==> config.mk <==
export PLATFORM = sky130hd
export DESIGN_NAME = lookup2_string_hash_top
export DESIGN_NICKNAME = d
export VERILOG_FILES = /design/src/sv/lsh_pkg.sv /design/src/sv/lsh_front.sv /design/src/sv/lsh_queue.sv /design/src/sv/lsh_back.sv /design/src/sv/lookup2_string_hash_top.sv
export VERILOG_INCLUDE_DIRS = /design/src /design/src/sv
export SDC_FILE = /design/constraint.sdc
export NUM_CORES = 2
export LEC_CHECK = 0
export BUFFER_PORTS_ARGS = -buffer_cell sky130_fd_sc_hd__buf_2
export CAP_MARGIN = 40
export CORE_AREA = 2 2 353 355
export CTS_BUF_LIST = sky130_fd_sc_hd__clkbuf_8 sky130_fd_sc_hd__clkbuf_16
export CTS_CLUSTER_DIAMETER = 50
export DETAILED_ROUTE_END_ITERATION = 16
export DIE_AREA = 0 0 355 357
export PLACE_DENSITY_LB_ADDON = 0.3
export SYNTH_ARGS = -nofsm -noshare
export SYNTH_HDL_FRONTEND = slang
export SYNTH_SLANG_ARGS = --single-unit
==> constraint.sdc <==
create_clock -name clk -period 8.2 [get_ports clk]
set_input_delay 0.82 -clock clk [delete_from_list [all_inputs] [get_ports clk]]
set_output_delay 0.82 -clock clk [all_outputs]
set_load 0.01 [all_outputs]
==> src/sv/lookup2_string_hash_top_defines.svh <==
// ----------------------------------------------------------------------------
// lookup2 string hash: assertion macros
// Shared concurrent assertion forms, clocked on clk and disabled in rst.
// ----------------------------------------------------------------------------
`ifndef LOOKUP2_STRING_HASH_TOP_DEFINES_SVH
`define LOOKUP2_STRING_HASH_TOP_DEFINES_SVH

// same-cycle implication
`define LSH_ASSERT_IMPL(label, ante, cons) \
  label: assert property (@(posedge clk) disable iff (rst) (ante) |-> (cons)) \
    else $error("assertion failed: same-cycle implication");

// next-cycle implication
`define LSH_ASSERT_NEXT(label, ante, cons) \
  label: assert property (@(posedge clk) disable iff (rst) (ante) |=> (cons)) \
    else $error("assertion failed: next-cycle implication");

`endif

==> src/sv/lsh_pkg.sv <==
// ----------------------------------------------------------------------------
// lsh_pkg
// Types, constants and the mix round shared by the lookup2 hash modules.
// ----------------------------------------------------------------------------
package lsh_pkg;

  localparam logic [31:0] GOLDEN_RATIO = 32'h9e3779b9;
  localparam int          BLOCK_BYTES  = 12;
  localparam logic [3:0]  LAST_POS     = 4'(BLOCK_BYTES - 1);
  localparam logic [3:0]  LAST_ROW     = 4'd8;

  typedef struct packed {
    logic [31:0] a;
    logic [31:0] b;
    logic [31:0] c;
  } lanes_t;

  // One queue entry: an optional block fold and an optional final fold.
  typedef struct packed {
    logic        start;     // reload lanes before folding
    logic [31:0] seed;
    logic        do_block;
    lanes_t      blk;
    logic        do_final;
    lanes_t      tail;      // tail.c already holds the key length
  } job_t;

  function automatic lanes_t lane_add(lanes_t x, lanes_t y);
    lanes_t r;
    r.a = x.a + y.a;
    r.b = x.b + y.b;
    r.c = x.c + y.c;
    return r;
  endfunction

  // One row of the mix: two subtracts and a shifted xor on one lane.
  function automatic lanes_t mix_row(lanes_t l, logic [3:0] row);
    lanes_t r;
    r = l;
    case (row)
      4'd0: r.a = (l.a - l.b - l.c) ^ (l.c >> 13);
      4'd1: r.b = (l.b - l.c - l.a) ^ (l.a << 8);
      4'd2: r.c = (l.c - l.a - l.b) ^ (l.b >> 13);
      4'd3: r.a = (l.a - l.b - l.c) ^ (l.c >> 12);
      4'd4: r.b = (l.b - l.c - l.a) ^ (l.a << 16);
      4'd5: r.c = (l.c - l.a - l.b) ^ (l.b >> 5);
      4'd6: r.a = (l.a - l.b - l.c) ^ (l.c >> 3);
      4'd7: r.b = (l.b - l.c - l.a) ^ (l.a << 10);
      4'd8: r.c = (l.c - l.a - l.b) ^ (l.b >> 15);
      default: r = l;
    endcase
    return r;
  endfunction

endpackage

==> src/sv/lsh_front.sv <==
// ----------------------------------------------------------------------------
// lsh_front
// Collects key bytes into a 12-byte block and posts fold jobs to the queue.
// ----------------------------------------------------------------------------
module lsh_front (
  input  logic               clk,
  input  logic               rst,
  input  logic [31:0]        seed,
  input  logic               s_tvalid,
  output logic               s_tready,
  input  logic [7:0]         s_tdata,   // [7:0] key_byte
  input  logic               s_tuser,   // [0] byte_present
  input  logic               s_tlast,   // last_byte
  input  logic               q_full,
  output logic               push,
  output lsh_pkg::job_t      push_job
);

  logic        mid_key;
  logic        pend_start;
  logic [31:0] seed_hold;
  logic [3:0]  pos;
  logic [31:0] len;
  logic [7:0]  blk_byte [0:10];

  logic        accept;
  logic        active;
  logic        start;
  logic        present;
  logic        blk_done;
  logic [3:0]  pos_cur;
  logic [3:0]  pos_after;
  logic [31:0] len_new;
  logic [7:0]  eff [0:11];
  logic [7:0]  tb  [0:10];

  assign s_tready = !q_full;
  assign accept   = s_tvalid && s_tready;
  assign present  = s_tuser;
  assign active   = accept && (present || s_tlast);
  assign start    = !mid_key;
  assign pos_cur  = start ? 4'd0 : pos;
  assign len_new  = (start ? 32'd0 : len) + 32'(present);
  assign blk_done = present && (pos_cur == lsh_pkg::LAST_POS);
  assign pos_after = blk_done ? 4'd0 : pos_cur + 4'(present);

  always_comb begin
    for (int k = 0; k < 11; k++) begin
      eff[k] = (present && pos_cur == 4'(k)) ? s_tdata : blk_byte[k];
      tb[k]  = (4'(k) < pos_after) ? eff[k] : 8'h00;
    end
    eff[11] = s_tdata;
  end

  always_comb begin
    push_job          = '0;
    push_job.start    = start || pend_start;
    push_job.seed     = start ? seed : seed_hold;
    push_job.do_block = blk_done;
    push_job.blk.a    = {eff[3], eff[2], eff[1], eff[0]};
    push_job.blk.b    = {eff[7], eff[6], eff[5], eff[4]};
    push_job.blk.c    = {eff[11], eff[10], eff[9], eff[8]};
    push_job.do_final = s_tlast;
    push_job.tail.a   = {tb[3], tb[2], tb[1], tb[0]};
    push_job.tail.b   = {tb[7], tb[6], tb[5], tb[4]};
    // c-lane tail bytes sit one byte up, low byte left free
    push_job.tail.c   = len_new + {tb[10], tb[9], tb[8], 8'h00};
  end

  assign push = active && (blk_done || s_tlast);

  always_ff @(posedge clk) begin
    if (rst) begin
      mid_key    <= 1'b0;
      pend_start <= 1'b0;
      pos        <= 4'd0;
      len        <= 32'd0;
    end else if (active) begin
      mid_key    <= !s_tlast;
      pos        <= s_tlast ? 4'd0 : pos_after;
      len        <= s_tlast ? 32'd0 : len_new;
      // hold the reload request until the key's first job goes out
      pend_start <= push ? 1'b0 : (start || pend_start);
    end
  end

  always_ff @(posedge clk) begin
    if (active && start) begin
      seed_hold <= seed;
    end
    if (active && present && pos_cur != lsh_pkg::LAST_POS) begin
      blk_byte[pos_cur] <= s_tdata;
    end
  end

endmodule

==> src/sv/lsh_queue.sv <==
// ----------------------------------------------------------------------------
// lsh_queue
// Small job queue between the byte collector and the mix engine.
// ----------------------------------------------------------------------------
`include "lookup2_string_hash_top_defines.svh"

module lsh_queue #(
  parameter int DEPTH = 4
) (
  input  logic               clk,
  input  logic               rst,
  input  logic               push,
  input  lsh_pkg::job_t      push_job,
  output logic               full,
  input  logic               pop,
  output logic               q_valid,
  output lsh_pkg::job_t      head
);

  localparam int PTR_W = (DEPTH > 1) ? $clog2(DEPTH) : 1;
  localparam int CNT_W = $clog2(DEPTH + 1);

  lsh_pkg::job_t    slot [0:DEPTH-1];
  logic [PTR_W-1:0] wr_ptr;
  logic [PTR_W-1:0] rd_ptr;
  logic [CNT_W-1:0] count;

  assign full    = (count == CNT_W'(DEPTH));
  assign q_valid = (count != '0);
  assign head    = slot[rd_ptr];

  always_ff @(posedge clk) begin
    if (rst) begin
      wr_ptr <= '0;
      rd_ptr <= '0;
      count  <= '0;
    end else begin
      if (push) begin
        wr_ptr <= (wr_ptr == PTR_W'(DEPTH - 1)) ? '0 : wr_ptr + 1'b1;
      end
      if (pop) begin
        rd_ptr <= (rd_ptr == PTR_W'(DEPTH - 1)) ? '0 : rd_ptr + 1'b1;
      end
      case ({push, pop})
        2'b10:   count <= count + 1'b1;
        2'b01:   count <= count - 1'b1;
        default: count <= count;
      endcase
    end
  end

  always_ff @(posedge clk) begin
    if (push) begin
      slot[wr_ptr] <= push_job;
    end
  end

  `LSH_ASSERT_IMPL(a_no_push_full, full, !push)
  `LSH_ASSERT_IMPL(a_no_pop_empty, pop, q_valid)

endmodule

==> src/sv/lsh_back.sv <==
// ----------------------------------------------------------------------------
// lsh_back
// Mix engine: folds queued words into the lanes and runs the mix, one row a
// cycle, then registers the final c lane as the hash when m_* is free.
// ----------------------------------------------------------------------------
`include "lookup2_string_hash_top_defines.svh"

module lsh_back (
  input  logic               clk,
  input  logic               rst,
  input  logic               q_valid,
  input  lsh_pkg::job_t      head,
  output logic               pop,
  output logic               m_tvalid,
  input  logic               m_tready,
  output logic [31:0]        m_tdata    // [31:0] hash_value
);

  localparam logic ST_BLOCK = 1'b0;
  localparam logic ST_FINAL = 1'b1;

  logic              busy;
  logic              stage;
  logic [3:0]        row;
  lsh_pkg::lanes_t   lanes;
  lsh_pkg::lanes_t   base;
  lsh_pkg::lanes_t   mixed;
  logic              out_free;
  logic              last_row;
  logic              out_load;

  assign out_free = !m_tvalid || m_tready;
  assign last_row = (row == lsh_pkg::LAST_ROW);
  assign mixed    = lsh_pkg::mix_row(lanes, row);
  assign out_load = busy && last_row && stage == ST_FINAL && out_free;

  always_comb begin
    base = lanes;
    if (head.start) begin
      base.a = lsh_pkg::GOLDEN_RATIO;
      base.b = lsh_pkg::GOLDEN_RATIO;
      base.c = head.seed;
    end
  end

  assign pop = busy && last_row &&
               ((stage == ST_BLOCK && !head.do_final) || (stage == ST_FINAL && out_free));

  always_ff @(posedge clk) begin
    if (rst) begin
      busy     <= 1'b0;
      stage    <= ST_BLOCK;
      row      <= 4'd0;
      m_tvalid <= 1'b0;
    end else begin
      if (out_load) begin
        m_tvalid <= 1'b1;
      end else if (m_tready) begin
        m_tvalid <= 1'b0;
      end
      if (!busy) begin
        if (q_valid) begin
          busy  <= 1'b1;
          row   <= 4'd0;
          stage <= head.do_block ? ST_BLOCK : ST_FINAL;
        end
      end else if (!last_row) begin
        row <= row + 4'd1;
      end else if (stage == ST_BLOCK) begin
        if (head.do_final) begin
          stage <= ST_FINAL;
          row   <= 4'd0;
        end else begin
          busy <= 1'b0;
        end
      end else if (out_free) begin
        busy <= 1'b0;
      end
    end
  end

  always_ff @(posedge clk) begin
    if (!busy) begin
      if (q_valid) begin
        lanes <= head.do_block ? lsh_pkg::lane_add(base, head.blk)
                               : lsh_pkg::lane_add(base, head.tail);
      end
    end else if (!last_row) begin
      lanes <= mixed;
    end else if (stage == ST_BLOCK) begin
      lanes <= head.do_final ? lsh_pkg::lane_add(mixed, head.tail) : mixed;
    end else if (out_free) begin
      lanes   <= mixed;
      m_tdata <= mixed.c;
    end
  end

  `LSH_ASSERT_IMPL(a_row_bound, busy, row <= lsh_pkg::LAST_ROW)
  `LSH_ASSERT_NEXT(a_final_loads_out, busy && stage == ST_FINAL && last_row && out_free,
                   m_tvalid && !busy)

endmodule

==> src/sv/lookup2_string_hash_top.sv <==
// ----------------------------------------------------------------------------
// lookup2_string_hash_top
// Byte-serial 32-bit lookup2 hash with a seed register.
//
//   channel  dir  fields                                      accepted when
//   s_*      in   tdata[7:0] key_byte, tuser byte_present,    s_tvalid & s_tready
//                 tlast last_byte
//   m_*      out  tdata[31:0] hash_value                      m_tvalid & m_tready
//   apb      in   reg 0 @ 0x0: initial_value[31:0]            psel&penable&pwrite
//
// One key byte is taken per cycle while the job queue has room.
// The mix engine runs one mix row per cycle, holding the last row of a final
// fold until m_* is free; a 12-byte block and a final fold each run the full
// mix, one job at a time, so short keys are limited by the mix engine.
// rst is synchronous and clears all control state; the seed resets to zero.
// A held m_tready backs up the queue and then s_tready; the hash output is a
// register, so the engine keeps working on queued blocks meanwhile.
// ----------------------------------------------------------------------------
module lookup2_string_hash_top #(
  parameter int QUEUE_DEPTH = 4
) (
  input  logic        clk,
  input  logic        rst,
  input  logic        s_tvalid,
  output logic        s_tready,
  input  logic [7:0]  s_tdata,    // [7:0] key_byte
  input  logic        s_tuser,    // [0] byte_present
  input  logic        s_tlast,    // last_byte
  output logic        m_tvalid,
  input  logic        m_tready,
  output logic [31:0] m_tdata,    // [31:0] hash_value
  input  logic        psel,
  input  logic        penable,
  input  logic        pwrite,
  input  logic [2:0]  paddr,
  input  logic [31:0] pwdata,
  output logic [31:0] prdata,
  output logic        pready
);

  localparam logic ADDR_SEED = 1'b0;

  logic               [31:0] seed;
  logic                      q_full;
  logic                      push;
  logic                      pop;
  logic                      q_valid;
  lsh_pkg::job_t             push_job;
  lsh_pkg::job_t             head;

  assign pready = 1'b1;
  assign prdata = (paddr[2] == ADDR_SEED) ? seed : 32'h0;

  always_ff @(posedge clk) begin
    if (rst) begin
      seed <= 32'h0;
    end else if (psel && penable && pwrite && pready && paddr[2] == ADDR_SEED) begin
      seed <= pwdata;
    end
  end

  lsh_front u_front (
    .clk      (clk),
    .rst      (rst),
    .seed     (seed),
    .s_tvalid (s_tvalid),
    .s_tready (s_tready),
    .s_tdata  (s_tdata),
    .s_tuser  (s_tuser),
    .s_tlast  (s_tlast),
    .q_full   (q_full),
    .push     (push),
    .push_job (push_job)
  );

  lsh_queue #(
    .DEPTH (QUEUE_DEPTH)
  ) u_queue (
    .clk      (clk),
    .rst      (rst),
    .push     (push),
    .push_job (push_job),
    .full     (q_full),
    .pop      (pop),
    .q_valid  (q_valid),
    .head     (head)
  );

  lsh_back u_back (
    .clk      (clk),
    .rst      (rst),
    .q_valid  (q_valid),
    .head     (head),
    .pop      (pop),
    .m_tvalid (m_tvalid),
    .m_tready (m_tready),
    .m_tdata  (m_tdata)
  );

endmodule

; ---- Word level (Yosys, flattened, before mapping)
; Memories as Yosys holds them, arrays and structs flattened. A register that Yosys moved wholly into a read port is not among the register bits.
; Index checks and enable logic that the tools add are counted.
[totals]
ff_bits = 244
ram_bits = 996
mem_count = 2
input_bits = 52
output_inout_bits = 67
[mem_list]
columns = memory, depth, width, rd, rd_clocked_by_memory_dff, write_ports, line
row1 = u_queue.slot, 4, 227, 1, 1, 1, lsh_queue.sv:23  ; lsh_pkg::job_t slot [0:DEPTH-1];
row2 = u_front.blk_byte, 11, 8, 11, 0, 1, lsh_front.sv:24  ; logic [7:0] blk_byte [0:10];
[op_classes]
n_reduce_logical = 47
n_lt_le_gt_ge = 11
add_sub_neg = 23
n_mux = 68
eq_ne = 29
bitwise_logic = 11
[op_table]
columns = op, count
row1 = $mux 96, 8
row2 = $add 32x32->32, 10
row3 = $pmux 32 s3, 3
row4 = $sub 32x32->32, 6
row5 = $mux 8, 22
row6 = $mux 32, 4
row7 = $xor 32x32->32, 3
row8 = $xor 32x19->32, 2
row9 = $add 32x1->32, 1
row10 = $eq 4x3->1 const B, 8
row11 = $mux 4, 8
row12 = $xor 32x17->32, 1
row13 = $xor 32x20->32, 1
row14 = $xor 32x27->32, 1
row15 = $xor 32x29->32, 1
row16 = $logic_and 1x1->1, 27
row17 = $eq 4x4->1 const B, 5
row18 = $mux 1, 18
row19 = $eq 4x2->1 const B, 4
row20 = $lt 3x4->1 const A, 4
row21 = $lt 4x4->1 const A, 3
row22 = $eq 4x1->1 const B, 2
row23 = $logic_not 4->1, 2
row24 = $lt 1x4->1 const A, 2
row25 = other kinds (23), 43

; ---- Logic depth before layout (Yosys ltp)
[logic_depth]
word_depth = 9
mapped_depth = 27

; ---- Modules after synthesis
; From an unflattened synthesis, not the netlist that was laid out.
[hier_totals]
cells_unflattened = 5820
area_unflattened_um2 = 72744.8
[modules_own_cells]
columns = mod, seq_area_each_um2, area_each_um2, cells_each, n_inst
row1 = lsh_queue, 27446.3, 33113.0, 1233, 1
row2 = lsh_back, 3983.8, 28220.8, 3495, 1
row3 = lsh_front, 4364.2, 9714.3, 915, 1
row4 = lookup2_string_hash_top, 640.6, 1696.6, 177, 1

; ---- Worst setup path after synthesis
; No wires, ideal clock.
[synth_timing]
path_kind = input to register
from = input s_tuser
to = memory u_queue.slot[0][0] in the netlist's numbering, enable pin
arrival_time_ns = 7.164
n_path_buf = 2
setup_slack_ns = 0.419
path_stages = 7
path_cell_list = clkbuf_1 > nand4b_1 > or2_2 > clkbuf_1 > inv_1 > o21a_1 > and2_1
[synth_rtl]
columns = item, line
row1 = from (decl), lookup2_string_hash_top.sv:27  ; input logic s_tuser,
row2 = to (decl), lsh_queue.sv:23

; ---- Final worst setup path
[layout_timing]
from = register u_back.lanes[68] in the netlist's numbering
to = register u_back.lanes[95] in the netlist's numbering (data pin)
[layout_between]
elab_chain_cells = 9
word_cells_on_any_way = 17
[layout_rtl]
columns = item, line
row1 = from (decl), lsh_back.sv:25  ; lsh_pkg::lanes_t lanes;
row2 = from (signal assigned), lsh_back.sv:85  ; lanes <= head.do_block ? lsh_pkg::lane_add(base, head.blk)
row3 = from (signal assigned), lsh_back.sv:89  ; lanes <= mixed;
row4 = from (signal assigned), lsh_back.sv:91  ; lanes <= head.do_final ? lsh_pkg::lane_add(mixed, head.tail) : mixed;
row5 = $sub 32x32->32 (2 in a row), "lsh_pkg.sv:41, lsh_pkg.sv:44, lsh_pkg.sv:47"
row6 = $xor 32x29->32 (tied with other cells), lsh_pkg.sv:47  ; 4'd6: r.a = (l.a - l.b - l.c) ^ (l.c >> 3);
row7 = $pmux 32 s3, lsh_pkg.sv:40  ; case (row)
row8 = $add 32x32->32, lsh_pkg.sv:30  ; r.a = x.a + y.a;
row9 = $mux 96, lsh_back.sv:91
row10 = $mux 96, lsh_back.sv:90  ; end else if (stage == ST_BLOCK) begin
row11 = $mux 96, lsh_back.sv:88  ; end else if (!last_row) begin
row12 = $mux 96 (*), lsh_back.sv:83  ; if (!busy) begin
; Every way passes the cells marked *; elsewhere a longest branch is shown, timed or not. The select of a mux whose other input is x is not followed.
; A chain may end at the register's enable or synchronous reset.

==> results.toml <==
[critical_path]
r2r_cells = 25
cp.depth = 25
crit_family = "compound AO/OA/AOI/OAI gates"
path_class = "reg -> reg"
start_kind = "flip-flop"
crit_slowest_cell = "fa_1"
cp.required_ns = 8.76
r2r-start = "u_back.lanes[68]"
cp-end-kind = "flip-flop"
critPathMaxStageDelay_ns = 0.57
arrival_ns = 8.18
critPathMaxFanout = 7
path_buf_inv = 1
cp-startpoint = "u_back.lanes[68]"

[yosys]
yosysTopAreaCell = "edfxtp_1"
ys_warn_count = 0
synth_edf_count = 1156
synthTopCellsByCount = "edfxtp_1, a21oi_1, nand2_1"
yosysTopAreaCellShare_pct = 49.0
synth_fp_nets = 6133
netlist_area_mm2 = 0.0709
synthArstFlopShare_pct = 0
ys_seq_elements = 1242
yosysMostFrequentCell = "edfxtp_1"
synth_top_flop_cell = "edfxtp_1"
synth_cell_type_count = 91
syn_inst = 5649
yosys-top-cells-area = "edfxtp_1, mux4_2, ha_1, xnor2_1, mux2_2"
syn_avg_cell_area_um2 = 12.5
synth-seq-area-share_pct = 51.4

[sta]
final-setup-viol-count = 0
worstMarginPinSlew_ns = 1.15
hold_slack_ns = 0.233
min_period_ns = 7.61
max_freq_mhz = 131
max_slew_margin_pct = 23.2
min_period_over_period_pct = 92.8
finClkSkew_ns = 0.0405
hold_viol = 0
slew_violations = 0
fin_setup_tns_ns = 0
rsz0062_at_grt = "no"

[drt]
drt_iter0_drc = 6509
wl_per_cell_um = 28.7
ant_nets = 0
viasPerCell = 6.58
num_vias = 49819
drt-total-wl_um = 217000
drc = 0
firstDrtPassIters = 8

[worst_hold_path]
hp-class = "in -> reg"
min-delay-start = "pwdata[29]"
min_path_cells = 3

[clock_tree]
htreeDepth = 4
clk_latency_ns = 0.82
ctsHoldBuffers = 0
clockBufferDepth = 3
cts-root-buf = "clkbuf_16"
cts_buffers = 144
clk_pin_slew_ns = 0.06
cts.repair.resized = 0
cts_tree = "done"
clkSinkCount = 1242
postCtsSetupRepairBufs = 0

[pwr]
vdd_drop_max_mv = 0.276
power_density_mw_per_mm2 = 350
static-leakage-power_nw = 28.3

[floorplan]
rows = 129
die_w_um = 355
pin_count = 119
start_util_pct = 57.6
core_mm2 = 0.123
dieArea_mm2 = 0.127
die_y_um = 357

[global_route]
grt_pass1_vias = 47277
grt-ovfl-total = 0
grt_max_degree = 122
grt_usage_pct = 34.1
grt_pass1_wl_um = 316000
antenna_found_initial = 6

[placed_design]
post-dp-hpwl_um = 157000
port_buffers = 115
finalWeightedCongestion = 1.06

[finish]
multi_input_area_mm2 = 0.0329
final-seq-area_mm2 = 0.0364
layout-drive-gt1-share_pct = 17.2
fin_nets = 6300
nFillCells = 9235
syn_to_final_growth_pct = 11.1

[run]
cap_violations = 0

[run_status]
status = "finished, final reports clean"
-- cells in the final DEF, fill, tap and decap left out, drive strengths merged, types with 58 or more instances in the layout --
| cell | count |
|---|---|
| nor2b | 129 |
| nand3 | 90 |
| ha | 331 |
| buf | 258 |
| clkinv | 69 |
| xor2 | 135 |
| dfxtp | 86 |
| edfxtp | 1156 |
| a22oi | 67 |
| mux2 | 212 |
| o21ai | 247 |
| xnor2 | 287 |
| mux4 | 228 |
| inv | 215 |
| a21o | 119 |
| fa | 101 |
| nand2 | 378 |
| a21oi | 380 |
| clkbuf | 146 |
| nor3 | 58 |
| nor2 | 365 |
-- metal layers --
metal | global-route usage, % | wire length, um | vias up | share of wire [%]
li1 | - | - | 21915 | -
met1 | 48.8 | 90000 | 25153 | 41
met2 | 51.9 | 97900 | 2382 | 45
met3 | 5.98 | 19400 | 367 | 8.9
met4 | 13.8 | 9600 | 2 | 4.4
met5 | 0 | 13 | - | 0.0060
-- path summary, 6_finish.rpt --
| kind | to | slack (ns) |
|---|---|---|
| setup / recovery | u_back.lanes[95] | 0.59 |
| hold / removal | seed[29] | 0.23 |
| hold reg to reg | u_front.seed_hold[13] | 0.48 |
| setup reg to reg | u_back.lanes[95] | 0.59 |
-- flip-flops by register name, indices dropped and copies added (netlist names), 2 cells and up, named ones only --
name	count
seed	32
u_back.lanes	96
u_back.m_tdata	32
u_back.row	4
u_front.blk_byte	88
u_front.len	32
u_front.pos	4
u_front.seed_hold	32
u_queue.count	3
u_queue.rd_ptr	2
u_queue.slot	908
u_queue.wr_ptr	2
-- cell families after synthesis --
| logic type | Yosys count | synth area share (%) |
|---|---|---|
| adders and majority gates | 432 | 8.70 |
| other | 1 | 0.00529 |
| DFF | 1242 | 51.4 |
| AOI/OAI and AO/OA | 1354 | 12.6 |
| and+or+nand+nor | 1301 | 8.70 |
| buffers and inverters | 424 | 2.26 |
| xor gates and xnor gates | 425 | 5.32 |
| muxes | 470 | 11.0 |
-- where the power goes --
part	total, mW	switching [mW]	internal [mW]
clock	6.36	2.75	3.61
combinational	13.7	8.32	5.40
sequential	7.48	0.294	7.18
total	27.6	11.4	16.2
-- through the flow --
step                      total power, mW  instance area [um^2]  util, %  instances  worst slack [ns]
after floorplan                      17.4                 70900        -       5649             0.419
final                                27.6                 78700     64.0       7571             0.587
after global placement               20.7                 73700     60.0       7292             0.914
after CTS                            27.2                 78700     64.0       7568             0.779
after global routing                 28.9                 78700     64.0       7568             0.186
after detailed placement             20.9                 73900     60.1       7307             0.811
-- area by class of cell --
type / count / area share [%]
tap: 1637 / 2.60
inverter: 187 / 0.892
clock inverter: 115 / 1.46
antenna: 3 / 0.00954
clock buffer: 146 / 4.61
multi-input combinational: 3983 / 41.8
timing repair buffer: 258 / 2.33
sequential: 1242 / 46.3
-- worst reg2reg max path: stages (launching register included) --
cell and delay (ns):
edfxtp_1 0.38, inv_1 0.39, fa_1 0.58, ha_1 0.36, a21o_1 0.22, a221oi_1 0.45, o21ai_0 0.22, a21oi_2 0.49
o21bai_1 0.17, xnor2_1 0.46, and3_1 0.24, a31oi_1 0.04, a32o_1 0.27, a31oi_1 0.44, ha_1 0.38, a21oi_1 0.17
o211ai_1 0.15, a41oi_1 0.31, nand3_1 0.12, a31o_2 0.24, a221oi_1 0.49, o21ai_0 0.22, mux2i_1 0.17, nand3b_1 0.09
o221ai_1 0.12, and3_1 0.20
Power figures use the tool's default switching activity.
